$ cat src/rtl/core/wildcard_automaton_matcher_macros.svh
// Assertion macros used by the matcher back end.
`ifndef WILDCARD_AUTOMATON_MATCHER_MACROS_SVH
`define WILDCARD_AUTOMATON_MATCHER_MACROS_SVH
`ifndef SYNTHESIS
`define WAM_ASSERT_IMP(lbl, clk, rstn, a, c, msg) \
	lbl: assert property (@(posedge clk) disable iff (!rstn) (a) |-> (c)) else $error(msg);
`define WAM_ASSERT_NXT(lbl, clk, rstn, a, c, msg) \
	lbl: assert property (@(posedge clk) disable iff (!rstn) (a) |=> (c)) else $error(msg);
`else
`define WAM_ASSERT_IMP(lbl, clk, rstn, a, c, msg)
`define WAM_ASSERT_NXT(lbl, clk, rstn, a, c, msg)
`endif
`endif

$ cat src/rtl/core/wam_pkg.sv
// Shared types and codes of the wildcard automaton matcher.
package wam_pkg;
	localparam logic [1:0] CMD_CHAR = 2'd0;
	localparam logic [1:0] CMD_EDGE = 2'd1;
	localparam logic [1:0] CMD_HDR  = 2'd2;

	localparam logic REG_STEP_COUNT = 1'b0;
	localparam logic REG_MAX_BYTES  = 1'b1;

	localparam logic [1:0] CAUSE_END    = 2'd0;
	localparam logic [1:0] CAUSE_TERM   = 2'd1;
	localparam logic [1:0] CAUSE_NOEDGE = 2'd2;
	localparam logic [1:0] CAUSE_LIMIT  = 2'd3;

	typedef enum logic [1:0] {KIND_NONE, KIND_CHAR, KIND_EDGE, KIND_HDR} kind_t;

	typedef struct packed {
		kind_t       kind;
		logic        first_char;
		logic [20:0] codepoint;
		logic [2:0]  byte_len;
		logic [7:0]  step_index;
		logic [3:0]  slot;
		logic [8:0]  edge_target;
		logic [3:0]  edge_total;
		logic [7:0]  other_target;
		logic        other_valid;
	} item_t;

	typedef struct packed {
		logic       matched;
		logic [1:0] cause;
	} res_t;
endpackage

$ cat src/rtl/core/wam_front.sv
// Front: accepts input beats, classifies them and queues them for the back.
module wam_front #(
	parameter int MAX_STEPS = 256,
	parameter int MAX_EDGES = 12
) (
	input  logic          clk,
	input  logic          arst_n,
	input  logic          push,
	output logic          full,
	input  logic [1:0]    cmd,
	input  logic          first_char,
	input  logic [20:0]   codepoint,
	input  logic [2:0]    byte_len,
	input  logic [7:0]    step_index,
	input  logic [3:0]    slot,
	input  logic [8:0]    edge_target,
	input  logic [3:0]    edge_total,
	input  logic [7:0]    other_target,
	input  logic          other_valid,
	output logic          item_valid,
	output wam_pkg::item_t item,
	input  logic          item_pop
);
	import wam_pkg::*;

	item_t        buf_q [2];
	logic [1:0]   cnt_q;
	logic         wr_q;
	logic         rd_q;
	item_t        cls;
	logic         acc;

	always_comb begin
		cls.first_char   = first_char;
		cls.codepoint    = codepoint;
		cls.byte_len     = byte_len;
		cls.step_index   = step_index;
		cls.slot         = slot;
		cls.edge_target  = edge_target;
		cls.edge_total   = edge_total;
		cls.other_target = other_target;
		cls.other_valid  = other_valid;
		unique case (cmd)
			CMD_CHAR: cls.kind = KIND_CHAR;
			CMD_EDGE: cls.kind = (32'(step_index) < MAX_STEPS && 32'(slot) < MAX_EDGES)
				? KIND_EDGE : KIND_NONE;
			CMD_HDR:  cls.kind = (32'(step_index) < MAX_STEPS) ? KIND_HDR : KIND_NONE;
			default:  cls.kind = KIND_NONE;
		endcase
	end

	assign full       = (cnt_q == 2'd2);
	assign acc        = push && !full;
	assign item_valid = (cnt_q != 2'd0);
	assign item       = buf_q[rd_q];

	always_ff @(posedge clk) begin
		if (acc) begin
			buf_q[wr_q] <= cls;
		end
	end

	always_ff @(posedge clk or negedge arst_n) begin
		if (!arst_n) begin
			cnt_q <= 2'd0;
			wr_q  <= 1'b0;
			rd_q  <= 1'b0;
		end else begin
			if (acc) begin
				wr_q <= ~wr_q;
			end
			if (item_pop) begin
				rd_q <= ~rd_q;
			end
			cnt_q <= cnt_q + 2'(acc) - 2'(item_pop);
		end
	end
endmodule

$ cat config.mk
export PLATFORM = sky130hd
export DESIGN_NAME = wam_front
export DESIGN_NICKNAME = d
export VERILOG_FILES = /design/src/rtl/core/wildcard_automaton_matcher_macros.svh /design/src/rtl/core/wam_pkg.sv /design/src/rtl/core/wam_front.sv
export SDC_FILE = /design/constraint.sdc
export NUM_CORES = 1
export LEC_CHECK = 0
export ABC_AREA = 1
export BUFFER_PORTS_ARGS = -buffer_cell sky130_fd_sc_hd__buf_2
export CORE_ASPECT_RATIO = 0.8
export CORE_UTILIZATION = 45
export CTS_CLUSTER_SIZE = 16
export DETAILED_ROUTE_END_ITERATION = 8
export PLACE_DENSITY = 0.7
export SLEW_MARGIN = 20
export SYNTH_ARGS = -nofsm -noshare
export SYNTH_HDL_FRONTEND = slang
export SYNTH_SLANG_ARGS = --single-unit
$ cat constraint.sdc
create_clock -name clk -period 6.13 [get_ports clk]
set_input_delay 1.226 -clock clk [delete_from_list [all_inputs] [get_ports clk]]
set_output_delay 1.226 -clock clk [all_outputs]
set_load 0.02 [all_outputs]
==> summary.txt <==
Status -> finished, final reports clean
Final min period -> 3.18 ns
DR WL/cell -> 12.5 um
Width of the die -> 117 um
Row count -> 33
Post-DP HPWL -> 4950 um
Top-count cell post-synth -> edfxtp_1
Post-layout nets -> 554
Yosys warning total -> 0
LEAKAGE -> 2.64 nW
Layout cells sized above 1 -> 0.322
Post-Synth XOR/XNOR Area -> 0.00183
Slew Viols, Final -> 0
Clock Latency Late Sink -> 0.40 ns
Cell area after synthesis -> 0.00479 mm2
H-tree level count -> 4
CTS tree -> yes
CTS Buffer Depth -> 2
Largest cells by area after synthesis -> edfxtp_1, o21ai_0, nand2_1
Post-CTS sizing -> 0
Die area -> 0.0111 mm2
Antenna diode count -> 0
Syn Nets -> 418
Via/cell ratio -> 4.50
Crit-path max FO -> 72
Final hold slack -> 0.495 ns
Setup_tns -> 0 ns
Leading area contributor after synthesis -> edfxtp_1
Pin count of the biggest net entering global routing -> 124
Global-route wire length before repair -> 12,800 um
Yosys top cell area share -> 0.765
Setup Buffers After CTS -> 0
Synth cell types -> 13
Core ar. -> 0.0103 mm2
Avg Cell Area, Syn -> 13.6 um2
Type of the worst setup path -> reg -> out
Initial antenna violation count -> 0
Post-synthesis simple-gate area fraction -> 0.0604
Main combinational cell family by area after synthesis -> buffers and inverters
Total grt overflow -> 0
Initial core utilization -> 0.466
Routed via count -> 2,877
Post-synth EDFFs -> 122
CTS clk-pin slew, worst paths -> 0.05 ns
Post-route ant nets -> 0
Filler cell count -> 807
Worst hold-check path type -> reg -> reg
Drt total wl -> 8020 um
TritonCTS Buffers -> 17
Worst Setup End Kind -> output port
Synth Area in Compound Gates -> 0.0648
Mapped Cells -> 351
Vias in the first global route -> 2,647
Max_cap viols -> 0
Critical path required time -> 4.90 ns
Clk sinks -> 126
CTS hold repair buffers -> 0
Final hold vios -> 0
Pre-antenna DRT Iters -> 5
CP arrival -> 1.96 ns
Async S/R FF share, synth -> 0.0317
Register bit total from synthesis -> 126
Initial DRC count -> 174
Port buffer count -> 127
Remaining DRCs -> 0
Adder-Cell Fraction of Synth Area -> 0.00523
Critical Path Source Type -> register
GRT Total Usage -> 0.157
Power Dens Cells -> 515 mW/mm2
Highest Clock Rate -> 314 MHz
Area delta synth->final -> 27.1%
Peak VDD IR -> 0.251 mV
Die height -> 94.3 um
# setup viols final -> 0
I/O Pins -> 128
Final period util -> 0.519
Sequential share of the synthesized area -> 0.786
Routability cong. -> 0.763
Leading post-synthesis cells by instance count -> edfxtp_1, nand2_1, inv_1, o21ai_0, clkbuf_8
Measured slew at the worst slew-check pin -> 0.997 ns
Top_reg_cell synth -> edfxtp_1
RSZ-0062 raised after global routing -> no
Worst clock skew -> 0.00666 ns
Post-synthesis mux area share -> 0
Slew headroom -> 0.333
Clock Tree Root -> clkbuf_16
-- flip-flops by register name (all words and copies together), names as in the netlist --
register	cells
wr_q	1
rd_q	1
buf_q	122
cnt_q	2
-- metrics by stage --
| stage | power, W | std cells | utilization | setup slack (ns) | area, um2 |
|---|---|---|---|---|---|
| floorplan | 0.00193 | 351 | - | 1.79 | 4790 |
| CTS | 0.00315 | 639 | 0.589 | 2.75 | 6060 |
| detailed placement | 0.00222 | 607 | 0.535 | 2.96 | 5500 |
| global placement | 0.00220 | 607 | 0.535 | 3.02 | 5500 |
| finish | 0.00313 | 640 | 0.592 | 2.95 | 6080 |
| global route | 0.00331 | 640 | 0.592 | 2.83 | 6080 |
-- area by class of cell --
type	count	area [um2]	share of cell area
clock inverters	13	124	0.0204
clock buffers	19	433	0.0711
flip-flops and latches	126	3770	0.619
multi-input cells	141	641	0.105
inverters	71	267	0.0438
repair buffers	130	678	0.111
well taps	140	175	0.0288
-- critical path, cell delays in order, from the launching register on --
cell and delay [ns]:
dfrtp_4 0.68, buf_16 0.28, o21ai_0 0.32, buf_2 0.23
-- power by group --
part           internal (W)  switching, W  total (W)  leakage (nW)
Combinational      0.000275      0.000659   0.000934          1.19
Sequential          0.00118     0.0000886    0.00127          1.18
Clock              0.000591      0.000340   0.000930         0.267
-- placed cells by master (no fill, tap or decap) --
| cell type | netlist | layout |
|---|---|---|
| xor2_1 | 1 | 1 |
| nand2_1 | 72 | 72 |
| clkbuf_16 | 0 | 17 |
| dfrtp_1 | 4 | 3 |
| clkinv_4 | 0 | 1 |
| buf_2 | 0 | 127 |
| o21ai_0 | 62 | 62 |
| clkinv_2 | 0 | 5 |
| clkbuf_1 | 4 | 2 |
| buf_4 | 0 | 2 |
| inv_1 | 71 | 70 |
| clkinvlp_4 | 0 | 3 |
| edfxtp_1 | 122 | 122 |
| inv_2 | 0 | 1 |
| ha_1 | 2 | 2 |
| bufinv_16 | 0 | 2 |
| nand3_1 | 3 | 3 |
| dfrtp_4 | 0 | 1 |
| clkinv_1 | 0 | 2 |
| buf_16 | 0 | 1 |
| nor2_4 | 0 | 1 |
-- path summary, 6_finish.rpt --
kind / endpoint / from / slack [ns] / cells after the start
hold reg to reg: wr_q / wr_q / 0.50 / 2
setup / recovery: item[29] / rd_q / 2.95 / 3
max in group asynchronous: rd_q / arst_n / 5.37 / 1
hold / removal: wr_q / wr_q / 0.50 / 2
min in group asynchronous: cnt_q[1] / arst_n / 0.62 / 1
setup reg to reg: buf_q[1][28] / cnt_q[1] / 3.85 / 4
-- metal layers --
metal,GRT usage,share of wire
met1,0.195,0.43
met2,0.234,0.46
met4,0.0584,0.0087
met3,0.0807,0.094
met5,0,0
-- cell families after synthesis --
| family | count (synthesis) |
|---|---|
| adders and majority gates | 2 |
| AOI/OAI and AO/OA | 62 |
| and+or+nand+nor | 76 |
| xor gates and xnor gates | 1 |
| DFF | 126 |
| buffers and inverters | 84 |
No activity file was read; power rests on OpenSTA's default activity.
