$ cat src/rtl/core/wildcard_automaton_matcher_macros.svh
// Assertion macros used by the matcher back end.
`ifndef WILDCARD_AUTOMATON_MATCHER_MACROS_SVH
`define WILDCARD_AUTOMATON_MATCHER_MACROS_SVH
`ifndef SYNTHESIS
`define WAM_ASSERT_IMP(lbl, clk, rstn, a, c, msg) \
	lbl: assert property (@(posedge clk) disable iff (!rstn) (a) |-> (c)) else $error(msg);
`define WAM_ASSERT_NXT(lbl, clk, rstn, a, c, msg) \
	lbl: assert property (@(posedge clk) disable iff (!rstn) (a) |=> (c)) else $error(msg);
`else
`define WAM_ASSERT_IMP(lbl, clk, rstn, a, c, msg)
`define WAM_ASSERT_NXT(lbl, clk, rstn, a, c, msg)
`endif
`endif

$ cat src/rtl/core/wam_pkg.sv
// Shared types and codes of the wildcard automaton matcher.
package wam_pkg;
	localparam logic [1:0] CMD_CHAR = 2'd0;
	localparam logic [1:0] CMD_EDGE = 2'd1;
	localparam logic [1:0] CMD_HDR  = 2'd2;

	localparam logic REG_STEP_COUNT = 1'b0;
	localparam logic REG_MAX_BYTES  = 1'b1;

	localparam logic [1:0] CAUSE_END    = 2'd0;
	localparam logic [1:0] CAUSE_TERM   = 2'd1;
	localparam logic [1:0] CAUSE_NOEDGE = 2'd2;
	localparam logic [1:0] CAUSE_LIMIT  = 2'd3;

	typedef enum logic [1:0] {KIND_NONE, KIND_CHAR, KIND_EDGE, KIND_HDR} kind_t;

	typedef struct packed {
		kind_t       kind;
		logic        first_char;
		logic [20:0] codepoint;
		logic [2:0]  byte_len;
		logic [7:0]  step_index;
		logic [3:0]  slot;
		logic [8:0]  edge_target;
		logic [3:0]  edge_total;
		logic [7:0]  other_target;
		logic        other_valid;
	} item_t;

	typedef struct packed {
		logic       matched;
		logic [1:0] cause;
	} res_t;
endpackage

$ cat src/rtl/core/wam_res_q.sv
// Result queue between the back and the output ports.
module wam_res_q (
	input  logic          clk,
	input  logic          arst_n,
	input  logic          res_push,
	input  wam_pkg::res_t res,
	output logic          res_full,
	output logic          empty,
	input  logic          pop,
	output logic          matched,
	output logic [1:0]    cause
);
	import wam_pkg::*;

	res_t       buf_q [2];
	logic [1:0] cnt_q;
	logic       wr_q;
	logic       rd_q;
	logic       take;

	assign res_full = (cnt_q == 2'd2);
	assign empty    = (cnt_q == 2'd0);
	assign take     = pop && !empty;
	assign matched  = buf_q[rd_q].matched;
	assign cause    = buf_q[rd_q].cause;

	always_ff @(posedge clk) begin
		if (res_push) begin
			buf_q[wr_q] <= res;
		end
	end

	always_ff @(posedge clk or negedge arst_n) begin
		if (!arst_n) begin
			cnt_q <= 2'd0;
			wr_q  <= 1'b0;
			rd_q  <= 1'b0;
		end else begin
			if (res_push) begin
				wr_q <= ~wr_q;
			end
			if (take) begin
				rd_q <= ~rd_q;
			end
			cnt_q <= cnt_q + 2'(res_push) - 2'(take);
		end
	end
endmodule

$ cat config.mk
export PLATFORM = sky130hd
export DESIGN_NAME = wam_res_q
export DESIGN_NICKNAME = d
export VERILOG_FILES = /design/src/rtl/core/wildcard_automaton_matcher_macros.svh /design/src/rtl/core/wam_pkg.sv /design/src/rtl/core/wam_res_q.sv
export SDC_FILE = /design/constraint.sdc
export NUM_CORES = 1
export LEC_CHECK = 0
export BUFFER_PORTS_ARGS = -buffer_cell sky130_fd_sc_hd__buf_2
export CAP_MARGIN = 30
export CORE_AREA = 2 2 39 41
export CTS_CLUSTER_SIZE = 16
export DETAILED_ROUTE_END_ITERATION = 7
export DIE_AREA = 0 0 41 43
export PLACE_DENSITY = 0.64
export SLEW_MARGIN = 20
export SYNTH_ARGS = -nofsm -noshare
export SYNTH_HDL_FRONTEND = slang
export SYNTH_SLANG_ARGS = --single-unit
$ cat constraint.sdc
create_clock -name clk -period 1.9 [get_ports clk]
set_clock_uncertainty 0.2 [all_clocks]
set_input_delay 0.095 -clock clk [delete_from_list [all_inputs] [get_ports clk]]
set_output_delay 0.095 -clock clk [all_outputs]
set_load 0.005 [all_outputs]
==> summary by stage, run 1 <==
Layout
In the final layout, the share of cells above drive strength 1 is 0.313. The finished layout holds 64 standard cells, fillers aside. The multi-input combinational cells in the finished layout cover a total of 125 sq um. The number of fill cells is 133.

The number of antenna diodes in the final layout is 0. The area growth from synthesis to layout is 41.5%. The combined flip-flop and latch cell area is 280 sq um. The net count of the finished layout is 58.

Power and ir drop
The peak supply drop is 710 uV. The design draws 746 uW. The net switching power figure is 222 uW. The sequential cell fraction of total power is 0.481. Of the total power, the share spent switching nets is 0.297. The combinational cell fraction of total power is 0.329. Dividing total power by cell area gives a power density of 1280 nW/um^2. The leakage power total is 0.000255 uW.

The cell internal power dissipation is 524 uW. The clock group share of total power is 0.190.

STA
The remaining max-slew budget at the tightest pin is 0.824. The share of the clock period used by the worst path is 0.902. The worst path setup slack after routing is 0.186 ns. Setup repair after global routing left no endpoint under its margin.

The hold violation count in the final report is 0. The achievable frequency is 583 MHz. Summed over all failing endpoints, the final setup total negative slack is 0 ns. The total count of max-transition violations in the final report is 0.

Setup violations remaining at the end of the flow were counted as 0. The slew at the pin closest to its max-slew limit is 0.264 ns. The time the final worst path needs with I/O delays and setup is 1.71 ns.

The tightest hold path in the finished design has a slack of 0.282 ns.

Place
The count of buffers added on input and output ports is 11. The number of placed instances, taps included, is 53. At the end of routability-driven placement, the weighted congestion stood at 0.694. The worst-case setup slack after placement is 0.190 ns. The total half-perimeter wirelength after legalization and detailed placement is 515 um.

CTS
The root cell of the clock tree is clkbuf_4. After clock tree synthesis, the clock-pin slew on the worst setup and hold paths is 0.07 ns. The number of buffers between clock root and the deepest sink is 2.

The number of buffers inserted by post-CTS setup repair is 0. In this run the number of H-tree levels came out at 1. Buffers inserted during clock tree synthesis total 3. TritonCTS built the clock tree. The clock net sink count is 10.

The later pin in the worst-skew pair is clocked with a latency of 0.26 ns.

Logic synthesis
The mapped netlist covers 413 sq um. The number of distinct library cells after synthesis is 11. Counting flops and latches in the post-synthesis netlist gives 10.

During synthesis, Yosys emitted a total of 0 warnings. The average instance area after synthesis is 15.9 sq um. Synthesis produced a netlist whose cell count is 26. For this run, the register share of the synthesized area comes to 0.679. Synthesis produced a netlist with a net count of 35.

Global routing
For met1 alone, demand over resource in global routing was 0.0878. The global routing stage identified its most utilized layer as met2. Across every metal layer, demand over resource in global routing totals 0.0968. For met2 alone, demand over resource in global routing was 0.144.

Summed over all layers, the global routing overflow is 0. The number of global-route vias before repair came to 266. The first global-routing pass estimated 1060 um of wire. The largest net degree at the start of global routing is 7. The met3 track demand over resource in global routing is 0.0576. The initial antenna violation count is 0.

Critical path
The critical path goes through o21a_2 -> ha_1 -> inv_1 -> ha_1 -> xnor2_1 -> xnor2_1. In this run the worst path has a maximum fanout of 4. The worst setup path is launched from a register. The critical path in this run is classified as reg -> reg. The data required time of the worst path is 1.88 ns.

The worst setup path is captured at a register. For this run, the slowest stage of the critical path takes 0.40 ns. The standard cell with the maximum stage delay on the critical path is dfrtp_1. Data arrives at the worst endpoint at 1.69 ns.

Drt
The number of nets with antenna violations after detailed routing is 0. The total wirelength of the detailed-routed design is 635 um. In this run, the number of DRC markers left after iteration 0 of detailed routing was 0.

Using the TritonRoute via totals, the vias-per-cell ratio works out to 4.13. The average wire per cell in the routed design is 9.92 um. Summing over every cut layer, the via total after detailed routing is 264. The DRC violation count after routing is 0. The first-pass iteration count of the detailed router is 1.

Run status
The run finished with clean final reports.

Die
The effective utilization at floorplan is 0.298. The number of top-level pins is 12. The die is 41 um wide.

The die area is 1760 sq um. The area of the core is 1380 sq um. The placement row count is 14. The height of the die is 43 um.

Run
The count of maximum capacitance violations is 0.

Min path
In this run the worst hold path is classified as reg -> reg.
==> layout by cell type, fill, tap and decap left out, types with 3 or more instances in the layout <==
cell type,netlist,routed
buf_2,0,11
clkbuf_4,0,3
dfrtp_1,4,4
dlygate4sd3_1,0,7
edfxtp_1,6,6
mux2_1,3,3
==> through the flow <==
step                      utilization  instance area (sq um)
after floorplan                     -                    413
after global placement          0.353                    488
after detailed placement        0.353                    488
after CTS                       0.422                    584
after global routing            0.422                    584
final                           0.422                    584
==> routing by layer <==
metal | up-vias | wire length, um
li1 | 133 | -
met1 | 117 | 283
met2 | 12 | 291
met3 | 2 | 54
met4 | 0 | 6
met5 | - | 0
==> cell usage after synthesis <==
library cell | instances | share of area
edfxtp_1 | 6 | 0.44
dfrtp_1 | 4 | 0.24
mux2_1 | 3 | 0.082
ha_1 | 2 | 0.061
inv_1 | 2 | 0.018
nor2b_1 | 2 | 0.030
xnor2_1 | 2 | 0.042
xor2_1 | 2 | 0.042
and2_1 | 1 | 0.015
nor2_1 | 1 | 0.0091
o21a_2 | 1 | 0.021
==> area by class of cell <==
type                       count  area share
sequential                    10       0.480
multi-input combinational     14       0.214
timing repair buffer          18       0.214
clock buffer                   3      0.0385
tap                           16      0.0343
inverter                       2      0.0128
clock inverter                 1     0.00642
==> timing repair <==
action                                 in CTS  in global routing
resized for setup                           0                  0
endpoints found under the hold margin      13                  0
hold buffers                                7                  0
==> cells by family after synthesis <==
family                   share of synthesized area
XOR/XNOR                                    0.0849
adder cells (fa/ha/maj)                     0.0606
AND/OR/NAND/NOR                             0.0545
flip-flops                                   0.679
AO/OA/AOI/OAI                               0.0212
buffers and inverters                       0.0182
multiplexers                                0.0818
==> state kept, by name, summed over array words and instances, names as in the netlist <==
signal / cells
buf_q: 6
cnt_q: 2
rd_q: 1
wr_q: 1
==> power groups by stage <==
stage | Combinational (uW) | Clock [uW] | Sequential (uW)
6_report | 245 | 142 | 359
5_1_grt | 288 | 166 | 370
4_1_cts | 253 | 151 | 361
3_5_place_dp | 237 | 0 | 367
3_3_place_gp | 235 | 0 | 363
2_1_floorplan | 161 | 0 | 353
==> path summary, 6_finish.rpt <==
| path | to | slack [ns] | cells past startpoint | start |
|---|---|---|---|---|
| min in group asynchronous | cnt_q[1]$_DFF_PN0_ | 0.52 | 3 | arst_n |
| min | wr_q$_DFFE_PN0P_ | 0.28 | 1 | wr_q$_DFFE_PN0P_ |
| max reg2reg | cnt_q[1]$_DFF_PN0_ | 0.19 | 6 | cnt_q[0]$_DFF_PN0_ |
| max | cnt_q[1]$_DFF_PN0_ | 0.19 | 6 | cnt_q[0]$_DFF_PN0_ |
| min reg2reg | wr_q$_DFFE_PN0P_ | 0.28 | 1 | wr_q$_DFFE_PN0P_ |
| max in group asynchronous | cnt_q[0]$_DFF_PN0_ | 0.80 | 3 | arst_n |
==> worst max-delay path, delay by kind of cell, from the launching register on <==
family | cells | cell delay, ns
flip-flops | 1 | 0.40
XOR/XNOR | 2 | 0.31
buffers and inverters | 1 | 0.04
adder cells (fa/ha/maj) | 2 | 0.45
AO/OA/AOI/OAI | 1 | 0.24
No activity file was read; power rests on OpenSTA's default activity.
==> run 2: changes to the inputs <==
==> constraint.sdc (replaced) <==
create_clock -name clk -period 1.9 [get_ports clk]
set_clock_uncertainty 0.2 [all_clocks]
set_input_delay 0.285 -clock clk [delete_from_list [all_inputs] [get_ports clk]]
set_output_delay 0.285 -clock clk [all_outputs]
set_load 0.005 [all_outputs]
==> summary by stage, run 2 (synthesis results as in run 1) <==
Die
The effective utilization at floorplan is 0.298 (unchanged). The placement row count is 14 (unchanged). The die area is 1760 sq um (unchanged). The area of the core is 1380 sq um (unchanged). The number of top-level pins is 12 (unchanged). The die width was 41 um (unchanged). The height of the die is 43 um (unchanged).

Layout
The finished layout cell area is 524 sq um (-10%). In the final layout, the registers with the most flip-flops are buf_q: 6 flops, cnt_q: 2 flops. Counting flops per register, the top entry is buf_q.

The leading cell type in the layout, fill and taps excluded is buf_2. Compared with the post-synthesis result, the final layout area differs by 27.0%. The final core utilization came to 0.379 (-0.0434). The total number of nets in the final design is 52 (-10%). The layout cell share with drive strength beyond 1 was 0.357 (+0.0446). Leaving out fill and tap cells, the most frequent cells in the layout are 11 x buf_2, 6 x edfxtp_1, 4 x dfrtp_1, 3 x mux2_1, 3 x clkbuf_4.

The total inserted antenna cells came to 0 (unchanged). The number of flip-flops under the largest register name is 6 (unchanged).

Place
The count of buffers inserted at the top-level ports came to 11 (unchanged). The routability congestion estimate was 0.694 (unchanged). The total half-perimeter wirelength after legalization and detailed placement was 515 um (unchanged). The area of placed instances was 488 sq um (unchanged).

STA
Setup repair after global routing left no endpoint under its margin. The remaining max-slew budget at the tightest pin was 0.824 (about the same). The total negative setup slack is 0 ns (unchanged).

The slew at the pin closest to its max-slew limit is 0.264 ns (+0.0000334 ns). The time the final worst path needs with I/O delays and setup is 1.71 ns (+0.000490 ns). The achievable frequency is 583 MHz (about the same). The hold violation count in the final report was 0 (unchanged). The total count of max-transition violations in the final report is 0 (unchanged). The total setup violations reported at the end of the flow is 0 (unchanged). The worst hold-check slack is 0.0188 ns (-0.263 ns). The share of the clock period used by the worst path is 0.903 (about the same).

Critical path
The buffering stage count on the worst path with inverters included is 1 (unchanged). The signal on the critical path passes through o21a_2 -> ha_1 -> inv_1 -> ha_1 -> xnor2_1 -> xnor2_1. The reg2reg setup slack is 0.19 ns (about the same). The peak fanout along the critical path is 4 (unchanged). The reg-to-reg critical path startpoint is cnt_q[0]$_DFF_PN0_. The data arrival time of the critical path is 1.69 ns (about the same). STA classifies the critical path startpoint as a register. The critical path class is reg -> reg. The worst setup path is captured at a register. The data required time of the worst path was 1.88 ns (about the same). The slowest stage of the critical path is the dfrtp_1 cell. The kind of cell adding the most delay to the critical path is adder cells. The start point of the critical path is cnt_q[0]$_DFF_PN0_.

The delay of the slowest cell on the worst path was 0.40 ns (about the same).

Power and ir drop
The combinational cell fraction of total power is 0.319 (-0.010). The cell internal power dissipation is 516 uW (-1.5%). The clock group share of total power is 0.193 (+0.003). The net switching power figure is 219 uW (-0.99%).

The peak supply drop came to 652 uV (-8.2%). The sequential cell fraction of total power is 0.488 (+0.007). The leakage power total was 0.000230 uW (-9.8%). The ratio of total power to cell area is 1400 nW/um^2 (+9.9%). The final total power is 735 uW (-1.4%). The share of total power consumed by net switching is 0.298 (+0.00115).

Drt
The total wirelength of the detailed-routed design is 609 um (-4.1%). The via density per instance is 4.21 (+2.0%). The DRC violation count after routing is 0 (unchanged). The average wire per cell in the routed design is 10.5 um (+5.8%). The count of routing violations after the opening detailed-route iteration is 1 (+1).

The total vias in the final route is 244 (-7.6%). The number of nets with antenna violations after detailed routing was 0 (unchanged). The first-pass iteration count of the detailed router is 2 (+1).

CTS
The clock latency on the worst-skew pair is 0.26 ns (about the same). The number of H-tree levels is 1 (unchanged). The clock net sink count is 10 (unchanged). The root cell of the clock tree is clkbuf_4. The quantity of hold-fixing buffers added after cts was 1 (-6). The number of buffers inserted by post-CTS setup repair is 0 (unchanged).

The clock transition time at the flip-flop clock pins of the worst setup and hold paths is 0.07 ns (about the same). The number of buffers between clock root and the deepest sink was 2 (unchanged). The TritonCTS buffer count is 3 (unchanged). The post-cts repair resize count is 0 (unchanged). The TritonCTS clock tree is built.

Global routing
The largest net degree at the start of global routing is 7 (unchanged). The met2 routing resource usage after global routing is 0.138 (-0.00625). The met3 track demand over resource in global routing came to 0.0524 (-0.00524). The global-route wire length before repair is 1010 um (-3.9%). The overall global routing resource usage was 0.0938 (-0.00306). The initial antenna violation count came to 0 (unchanged). The total congestion overflow after global routing is 0 (unchanged).

The routing layer with the top usage in global route is met2. The global-route met1 utilization is 0.0878 (unchanged). The number of global-route vias before repair was 256 (-3.8%).

Run status
The flow ran to the end, and the final reports show no timing, DRC or antenna violations.

Min path
The class of the tightest hold or removal check is in -> reg. The worst hold path begins at res[1].

Run
The count of maximum capacitance violations was 0 (unchanged).
==> run 2: metal layers <==
| layer | vias to the layer above | part of all wire |
|---|---|---|
| met1 | 109 | 0.43 |
| li1 | 121 | - |
| met4 | 0 | 0.0099 |
| met5 | - | 0 |
| met3 | 2 | 0.10 |
| met2 | 12 | 0.45 |
==> run 2: path summary, 6_finish.rpt <==
path	to	cells after the start
worst min register to register	wr_q$_DFFE_PN0P_	1
worst max-delay path	cnt_q[1]$_DFF_PN0_	6
min in group asynchronous	cnt_q[1]$_DFF_PN0_	2
max in group asynchronous	cnt_q[0]$_DFF_PN0_	2
worst min-delay path	buf_q[1][1]$_DFFE_PP_	1
worst max register to register	cnt_q[1]$_DFF_PN0_	6
==> run 2: stage by stage <==
step                setup slack (ns)  instances
CTS                            0.160         58
detailed placement             0.190         53
floorplan                      0.265         26
global route                  0.0613         58
finish                         0.185         58
global placement               0.203         53
==> run 2: power by group through the flow <==
stage	clock, uW	sequential, uW	combinational (uW)
after global routing	166	370	275
after floorplan	0	353	161
after detailed placement	0	367	237
after global placement	0	363	235
final	142	359	235
after CTS	151	361	244
==> run 2: cell type report <==
cell class / count / area (sq um)
timing repair buffer: 12 / 65.1
clock buffer: 3 / 22.5
clock inverter: 1 / 3.75
sequential: 10 / 280
inverter: 2 / 7.51
fill: 136 / 860
multi-input combinational: 14 / 125
tap: 16 / 20.0
==> run 2: worst register-to-register path, stage by stage (launching register included) <==
cell and delay, ns:
dfrtp_1 0.40, o21a_2 0.24, ha_1 0.27, inv_1 0.04
ha_1 0.18, xnor2_1 0.17, xnor2_1 0.14
